File: config.mk
export PLATFORM = sky130hd
export DESIGN_NAME = fixed_pool_free_list_allocator
export DESIGN_NICKNAME = d
export VERILOG_FILES = /design/src/sv/fpfl_pkg.sv /design/src/sv/fpfl_ram.sv /design/src/sv/fixed_pool_free_list_allocator.sv
export VERILOG_INCLUDE_DIRS = /design/src /design/src/sv
export SDC_FILE = /design/constraint.sdc
export NUM_CORES = 2
export LEC_CHECK = 0
export BUFFER_PORTS_ARGS = -buffer_cell sky130_fd_sc_hd__buf_2
export CAP_MARGIN = 20
export CORE_ASPECT_RATIO = 1.75
export CORE_UTILIZATION = 30
export DETAILED_ROUTE_END_ITERATION = 7
export MAX_ROUTING_LAYER = met4
export PLACE_DENSITY = 0.56
export SETUP_SLACK_MARGIN = 0.02
export SKIP_CTS_REPAIR_TIMING = 1
export SYNTH_ARGS = -nofsm -noshare
export SYNTH_HDL_FRONTEND = slang
export SYNTH_HIERARCHICAL = 1
export SYNTH_SLANG_ARGS = --single-unit
File: constraint.sdc
create_clock -name i_clk -period 7.5 [get_ports i_clk]
set_clock_uncertainty 0.15 [all_clocks]
set_input_delay 0.375 -clock i_clk [delete_from_list [all_inputs] [get_ports i_clk]]
set_output_delay 0.375 -clock i_clk [all_outputs]
set_load 0.01 [all_outputs]
File: src/sv/fixed_pool_free_list_allocator_assert.svh
// Assertion macros for the free list allocator.
// Active in simulation; empty when SYNTHESIS is defined.
`ifndef FIXED_POOL_FREE_LIST_ALLOCATOR_ASSERT_SVH
`define FIXED_POOL_FREE_LIST_ALLOCATOR_ASSERT_SVH

`ifndef SYNTHESIS

`define FPFL_ASSERT_IMP(lbl, ante, cons) \
    lbl: assert property (@(posedge i_clk) disable iff (!i_rst_n) (ante) |-> (cons)) \
        else $error("allocator assertion failed");

`define FPFL_ASSERT_NXT(lbl, ante, cons) \
    lbl: assert property (@(posedge i_clk) disable iff (!i_rst_n) (ante) |=> (cons)) \
        else $error("allocator assertion failed");

`else

`define FPFL_ASSERT_IMP(lbl, ante, cons)
`define FPFL_ASSERT_NXT(lbl, ante, cons)

`endif

`endif

File: src/sv/fpfl_pkg.sv
// Shared codes and field widths for the free list allocator.
// No dependencies.
package fpfl_pkg;

    localparam int IDX_W    = 8;
    localparam int BUSY_W   = 9;
    localparam int KIND_W   = 2;
    localparam int STATUS_W = 2;

    localparam logic [KIND_W-1:0] KIND_ALLOC = 2'd0;
    localparam logic [KIND_W-1:0] KIND_FREE  = 2'd1;
    localparam logic [KIND_W-1:0] KIND_RESET = 2'd2;

    typedef enum logic [STATUS_W-1:0] {
        ST_OK        = 2'd0,
        ST_EXHAUSTED = 2'd1,
        ST_FREE_IDLE = 2'd2
    } t_status;

endpackage

File: src/sv/fpfl_ram.sv
// Generic single write port, single read port RAM with registered read.
// No dependencies.
module fpfl_ram #(
    parameter int WIDTH = 9,
    parameter int DEPTH = 256
) (
    input  logic                     i_clk,
    input  logic                     i_wr_en,
    input  logic [$clog2(DEPTH)-1:0] i_wr_addr,
    input  logic [WIDTH-1:0]         i_wr_data,
    input  logic [$clog2(DEPTH)-1:0] i_rd_addr,
    output logic [WIDTH-1:0]         o_rd_data
);

    logic [WIDTH-1:0] r_mem [DEPTH];
    logic [WIDTH-1:0] r_rd_data;

    always_ff @(posedge i_clk) begin
        if (i_wr_en) begin
            r_mem[i_wr_addr] <= i_wr_data;
        end
        r_rd_data <= r_mem[i_rd_addr];
    end

    assign o_rd_data = r_rd_data;

endmodule

File: src/sv/fixed_pool_free_list_allocator.sv
// Free list allocator top level: request decode, stack state, result register.
// Depends on fpfl_pkg, fpfl_ram and fixed_pool_free_list_allocator_assert.svh.
//
// Usage:
//   Requests enter on the slave stream: tuser[1:0] is the kind (allocate,
//   free, reset pool), tdata[7:0] the node index to free. Each request
//   gives exactly one result on the master stream: tuser[1:0] status,
//   tdata[7:0] granted index, tdata[16:8] busy count after the request.
//   A request is decided in the cycle it is taken and its result is held
//   in the output register from the next cycle: throughput one request
//   per cycle while the receiver takes each result. The free stack links
//   live in a POOL_NODES entry RAM; the link of the stack head is
//   prefetched ahead (or forwarded right after a free), so back-to-back
//   pops never wait on the RAM read.
//   While the result waits, a new request is taken only in a cycle where
//   the receiver takes the old one; a stall holds the result and the
//   slave ready stays low.
//   After i_rst_n the stack is empty, no node is busy and allocation
//   starts at index 0. The RAM is not cleared; entries are read only
//   after a free has written them.
module fixed_pool_free_list_allocator
    import fpfl_pkg::*;
#(
    parameter int POOL_NODES = 256
) (
    input  logic        i_clk,
    input  logic        i_rst_n,
    input  logic        i_s_tvalid,
    output logic        o_s_tready,
    input  logic [7:0]  i_s_tdata,   // [7:0] node_index
    input  logic [1:0]  i_s_tuser,   // [1:0] kind
    output logic        o_m_tvalid,
    input  logic        i_m_tready,
    output logic [23:0] o_m_tdata,   // [7:0] granted_index, [16:8] busy_count
    output logic [1:0]  o_m_tuser    // [1:0] status
);

`include "fixed_pool_free_list_allocator_assert.svh"

    localparam int IW = $clog2(POOL_NODES);
    localparam int BW = $clog2(POOL_NODES + 1);

    logic [IW-1:0]       r_head, n_head;
    logic                r_head_vld, n_head_vld;
    logic [BW-1:0]       r_fresh, n_fresh;
    logic [BW-1:0]       r_busy, n_busy;
    logic                r_fwd, n_fwd;
    logic [IW:0]         r_fwd_link;
    logic                r_out_vld;
    logic [IDX_W-1:0]    r_out_grant;
    t_status             r_out_status;
    logic [BUSY_W-1:0]   r_out_busy;

    logic                accept;
    logic [IW:0]         ram_rd_data;
    logic [IW:0]         head_link;
    logic                wr_en;
    logic [IW:0]         wr_data;
    logic [IW+7:0]       idx_ext;
    logic [IW-1:0]       idx;
    logic                idx_in_range;
    logic [IW-1:0]       grant;
    t_status             status;
    logic [IW+7:0]       grant_ext;
    logic [BW+8:0]       busy_ext;
    logic                alloc_ok;

    assign o_s_tready   = !r_out_vld || i_m_tready;
    assign accept       = i_s_tvalid && o_s_tready;
    assign idx_ext      = {{IW{1'b0}}, i_s_tdata};
    assign idx          = idx_ext[IW-1:0];
    assign idx_in_range = idx_ext < (IW+8)'(POOL_NODES);
    assign head_link    = r_fwd ? r_fwd_link : ram_rd_data;
    assign wr_data      = {r_head_vld, r_head};

    always_comb begin
        n_head     = r_head;
        n_head_vld = r_head_vld;
        n_fresh    = r_fresh;
        n_busy     = r_busy;
        n_fwd      = 1'b0;
        wr_en      = 1'b0;
        grant      = '0;
        status     = ST_OK;
        if (accept) begin
            case (i_s_tuser)
                KIND_ALLOC: begin
                    if (r_busy >= BW'(POOL_NODES)) begin
                        status = ST_EXHAUSTED;
                    end else if (r_head_vld) begin
                        grant      = r_head;
                        n_head     = head_link[IW-1:0];
                        n_head_vld = head_link[IW];
                        n_busy     = r_busy + BW'(1);
                    end else if (r_fresh < BW'(POOL_NODES)) begin
                        grant   = r_fresh[IW-1:0];
                        n_fresh = r_fresh + BW'(1);
                        n_busy  = r_busy + BW'(1);
                    end else begin
                        status = ST_EXHAUSTED;
                    end
                end
                KIND_FREE: begin
                    if (r_busy == '0) begin
                        status = ST_FREE_IDLE;
                    end else if (idx_in_range) begin
                        wr_en      = 1'b1;
                        n_head     = idx;
                        n_head_vld = 1'b1;
                        n_busy     = r_busy - BW'(1);
                        n_fwd      = 1'b1;
                    end
                end
                KIND_RESET: begin
                    n_head     = '0;
                    n_head_vld = 1'b0;
                    n_fresh    = '0;
                    n_busy     = '0;
                end
                default: begin
                end
            endcase
        end
    end

    assign grant_ext = {8'b0, grant};
    assign busy_ext  = {9'b0, n_busy};
    assign alloc_ok  = accept && i_s_tuser == KIND_ALLOC && status == ST_OK;

    fpfl_ram #(
        .WIDTH (IW + 1),
        .DEPTH (POOL_NODES)
    ) u_link_ram (
        .i_clk     (i_clk),
        .i_wr_en   (wr_en),
        .i_wr_addr (idx),
        .i_wr_data (wr_data),
        .i_rd_addr (n_head),
        .o_rd_data (ram_rd_data)
    );

    always_ff @(posedge i_clk) begin
        if (!i_rst_n) begin
            r_head     <= '0;
            r_head_vld <= 1'b0;
            r_fresh    <= '0;
            r_busy     <= '0;
            r_fwd      <= 1'b0;
            r_out_vld  <= 1'b0;
        end else begin
            r_head     <= n_head;
            r_head_vld <= n_head_vld;
            r_fresh    <= n_fresh;
            r_busy     <= n_busy;
            r_fwd      <= n_fwd;
            if (accept) begin
                r_out_vld <= 1'b1;
            end else if (i_m_tready) begin
                r_out_vld <= 1'b0;
            end
        end
    end

    always_ff @(posedge i_clk) begin
        if (n_fwd) begin
            r_fwd_link <= wr_data;
        end
        if (accept) begin
            r_out_grant  <= grant_ext[7:0];
            r_out_status <= status;
            r_out_busy   <= busy_ext[8:0];
        end
    end

    assign o_m_tvalid = r_out_vld;
    assign o_m_tdata  = {7'b0, r_out_busy, r_out_grant};
    assign o_m_tuser  = r_out_status;

    `FPFL_ASSERT_IMP(a_busy_range, 1'b1, r_busy <= BW'(POOL_NODES))
    `FPFL_ASSERT_IMP(a_fresh_range, 1'b1, r_fresh <= BW'(POOL_NODES))
    `FPFL_ASSERT_NXT(a_alloc_count, alloc_ok, r_busy == $past(r_busy) + BW'(1))
    `FPFL_ASSERT_NXT(a_fwd_after_push, wr_en, r_fwd && r_head_vld)

endmodule

==> metrics.md <==
| Metric | Value |
|---|---|
| P_leak | `33.6 nW` |
| Final #Nets | `4696` |
| Number of detailed-routing iterations run before antenna repair | `6` |
| Sum of overflow across all layers after global routing | `0` |
| CTS tree | `done` |
| Highest clock rate | `161 MHz` |
| Post-synthesis register bit count | `2370` |
| Most common library cell in the layout ignoring fill and taps | `sky130_fd_sc_hd__edfxtp_1` |
| Area share of the leading cell type in the synthesized netlist | `75.9%` |
| Main area contributors after synthesis | `sky130_fd_sc_hd__edfxtp_1 (76%), sky130_fd_sc_hd__mux4_2 (11%), sky130_fd_sc_hd__mux2i_1 (2.0%)` |
| Biggest fanout along the worst timing path | `20` |
| Total setup violations reported at the end of the flow | `0` |
| Number of stages on the worst hold path | `5` |
| Outcome | `complete, no violations` |
| Routed length per placed instance | `28.5 µm` |
| Row cnt | `269` |
| Clock sink total | `2370` |
| Final Hold Vio Count | `0` |
| Worst hold path type | `in -> reg` |
| CP Launch Type | `register` |
| Unrepaired setup endpoints after global routing | `false` |
| Number of buffers between clock root and the deepest sink | `4` |
| Cell taking the most area after synthesis | `sky130_fd_sc_hd__edfxtp_1` |
| Total power density per cell area | `241 nW/µm²` |
| Internal portion of total power | `20.0 mW` |
| Data required time of the critical path | `8060 ps` |
| Die span in x | `421 µm` |
| Critical path class | `reg -> reg` |
| Total detailed-routing wirelength | `253000 µm` |
| Number of pins exceeding their max-slew limit in the final report | `0` |
| Global router's overall resource usage | `16.5%` |
| Fraction of layout instances using a drive strength above 1 | `20.7%` |
| Clock transition at the registers of the reported paths | `70 ps` |
| Max transition margin | `21.9%` |
| Dominant synthesized flop cell | `sky130_fd_sc_hd__edfxtp_1` |
| Part of the total power dissipated in sequential elements | `57.4%` |
| Count of distinct cell types in the synthesized netlist | `75` |
| Switching fraction of total power | `20.1%` |
| Post-synthesis average cell area | `20.3 µm²` |
| Number of buffers inserted during clock tree synthesis | `196` |
| Number of H-tree levels | `4` |
| Syn Std Cell Area | `92300 µm²` |
| Number of enable flip-flop cells after synthesis | `2332` |
| Post-synthesis async set-or-reset flop share | `0%` |
| Worst Max-Slew Pin Slew | `1170 ps` |
| Mapped Cells | `4557` |
| Area of the die | `310000 µm²` |
| Depth of the worst register-to-register path | `15` |
| Boundary pin count | `42` |
| First-pass GRT wire length | `358000 µm` |
| Buffer cell driving the clock tree root | `sky130_fd_sc_hd__clkbuf_16` |
| Starting DRT DRC Count | `4461` |
| Number of antenna violations at the first check in global routing | `3` |
| Max VDD drop | `0.000212 V` |
| Number of max-capacitance violations reported | `0` |
| YS warnings | `6` |
| Antenna-violating nets left | `0` |
| Worst skew pair latency | `860 ps` |
| Part of the power in combinational logic | `1.7%` |
| Chip Height | `736 µm` |
| Count of port buffers added during placement | `34` |
| Count of unresolved DRC violations after routing | `0` |
| Minimum period implied by the final worst setup slack | `6210 ps` |
| Clock network power share | `40.9%` |
| Arrival time of data at the critical path endpoint | `6770 ps` |
| Placer Congestion | `0.882` |
| Psw | `5.03 mW` |
| Initial Utilization | `30.1%` |
| Core footprint | `306000 µm²` |
| Vias | `46.0k` |
| Average via count per standard cell | `5.17` |
| Part of the Yosys area used for sequential elements | `76.7%` |
| Largest net degree at the start of global routing | `203` |
| Core occupancy in the finished layout | `33.9%` |
| Via count of the first global-routing pass | `47.3k` |
| Total negative setup slack | `0 ps` |
| Final clock period utilization by the worst path | `82.7%` |
| Most frequent cells in the layout | `sky130_fd_sc_hd__edfxtp_1 (2332), sky130_fd_sc_hd__mux4_2 (467), sky130_fd_sc_hd__nor2_1 (328), sky130_fd_sc_hd__clkbuf_16 (199), sky130_fd_sc_hd__mux2i_1 (188)` |
| Worst Setup End Kind | `register` |
| Layout overhead on the synthesized area | `12.5%` |
| Post-detailed-placement half-perimeter wirelength | `163000 µm` |
## power groups by stage
stage / combinational, mW / sequential, mW / clock [mW]
floorplan: 0.249 / 14.7 / 0
global placement: 0.429 / 14.7 / 0
detailed placement: 0.433 / 14.7 / 0
CTS: 0.433 / 14.4 / 10.5
global route: 0.455 / 14.4 / 10.8
finish: 0.435 / 14.4 / 10.2
## state kept, by name, indices dropped and copies added, names as in the netlist, 2 cells and up
| name | count |
|---|---|
| o_m_tuser | 2 |
| r_busy | 9 |
| r_fresh | 9 |
| r_fwd_link | 9 |
| r_head | 8 |
| r_out_busy | 9 |
| r_out_grant | 8 |
| u_link_ram/o_rd_data | 9 |
| u_link_ram/r_mem | 2304 |
## final timing paths
check,startpoint,to,slack [ps]
setup / recovery,r_busy[0]$_SDFF_PN0_,u_link_ram/o_rd_data[0]$_DFF_P_,1290
hold / removal,i_s_tuser[1],r_head_vld$_SDFFE_PN0P_,70
setup reg to reg,r_busy[0]$_SDFF_PN0_,u_link_ram/o_rd_data[0]$_DFF_P_,1290
hold reg to reg,r_fresh[6]$_SDFFE_PN0P_,r_fresh[6]$_SDFFE_PN0P_,400
## through the flow
step	total power [mW]	instances	worst slack [ps]	hold WS [ps]	cell area, µm²
2_1_floorplan	14.9	4563	685	346	92300
3_3_place_gp	15.1	8515	1020	368	97300
3_5_place_dp	15.1	8529	1090	391	97500
4_1_cts	25.3	8882	1360	-401	104000
5_1_grt	25.7	8897	1220	61.4	104000
6_report	25.1	8897	1290	69.5	104000
## synth_stat cells, types with 16 or more instances
master / count
sky130_fd_sc_hd__nand2_1: 66
sky130_fd_sc_hd__a22oi_1: 174
sky130_fd_sc_hd__edfxtp_1: 2332
sky130_fd_sc_hd__nor3_1: 39
sky130_fd_sc_hd__buf_6: 27
sky130_fd_sc_hd__a22o_1: 16
sky130_fd_sc_hd__mux2_2: 23
sky130_fd_sc_hd__a21oi_1: 107
sky130_fd_sc_hd__mux4_2: 467
sky130_fd_sc_hd__nor2b_1: 32
sky130_fd_sc_hd__nor2_1: 331
sky130_fd_sc_hd__a31oi_1: 31
sky130_fd_sc_hd__a211oi_1: 26
sky130_fd_sc_hd__clkbuf_1: 132
sky130_fd_sc_hd__o221ai_1: 35
sky130_fd_sc_hd__o21ai_0: 46
sky130_fd_sc_hd__nor4_1: 30
sky130_fd_sc_hd__dfxtp_1: 38
sky130_fd_sc_hd__mux2i_1: 188
sky130_fd_sc_hd__o22ai_1: 65
sky130_fd_sc_hd__buf_2: 59
sky130_fd_sc_hd__nand3_1: 48
sky130_fd_sc_hd__buf_4: 36
## worst max-delay path, stage by stage (launching register included)
cell,delay [ps]
sky130_fd_sc_hd__dfxtp_1,440
sky130_fd_sc_hd__inv_1,120
sky130_fd_sc_hd__ha_1,250
sky130_fd_sc_hd__nor2b_1,190
sky130_fd_sc_hd__a31o_2,310
sky130_fd_sc_hd__nor2_1,510
sky130_fd_sc_hd__nand2_1,230
sky130_fd_sc_hd__nand3_4,510
sky130_fd_sc_hd__buf_12,240
sky130_fd_sc_hd__buf_4,380
sky130_fd_sc_hd__mux4_2,590
sky130_fd_sc_hd__a221oi_1,710
sky130_fd_sc_hd__o32ai_1,260
sky130_fd_sc_hd__nor3_1,850
sky130_fd_sc_hd__buf_4,240
sky130_fd_sc_hd__nor4_1,50
## routing by layer
layer | global-route usage [%] | part of all wire [%] | routed length, µm
met5 | - | 0 | 0
met4 | 8.56 | 5.9 | 14800
met3 | 1.86 | 4.8 | 12100
met2 | 30.2 | 55 | 139000
met1 | 17.4 | 35 | 87600
## logic make-up after synthesis
family / after synthesis / synth area share [%]
flip-flops: 2370 / 76.7
multiplexers: 687 / 14.0
AND/OR/NAND/NOR: 627 / 3.15
AO/OA/AOI/OAI: 559 / 4.14
buffers and inverters: 299 / 1.90
adder cells (fa/ha/maj): 7 / 0.0949
XOR/XNOR: 7 / 0.0664
other: 1 / 0.00406
## layout make-up
type	instances	area, µm²
Sequential cell	2370	70800
Clock buffer	230	5140
Fill cell	28700	202000
Antenna cell	2	5.00
Tap cell	4065	5090
Multi-Input combinational cell	1894	19900
Clock inverter	123	1080
Timing Repair Buffer	199	1680
Inverter	14	52.6
Note: power is estimated with default switching activity, not from simulation.
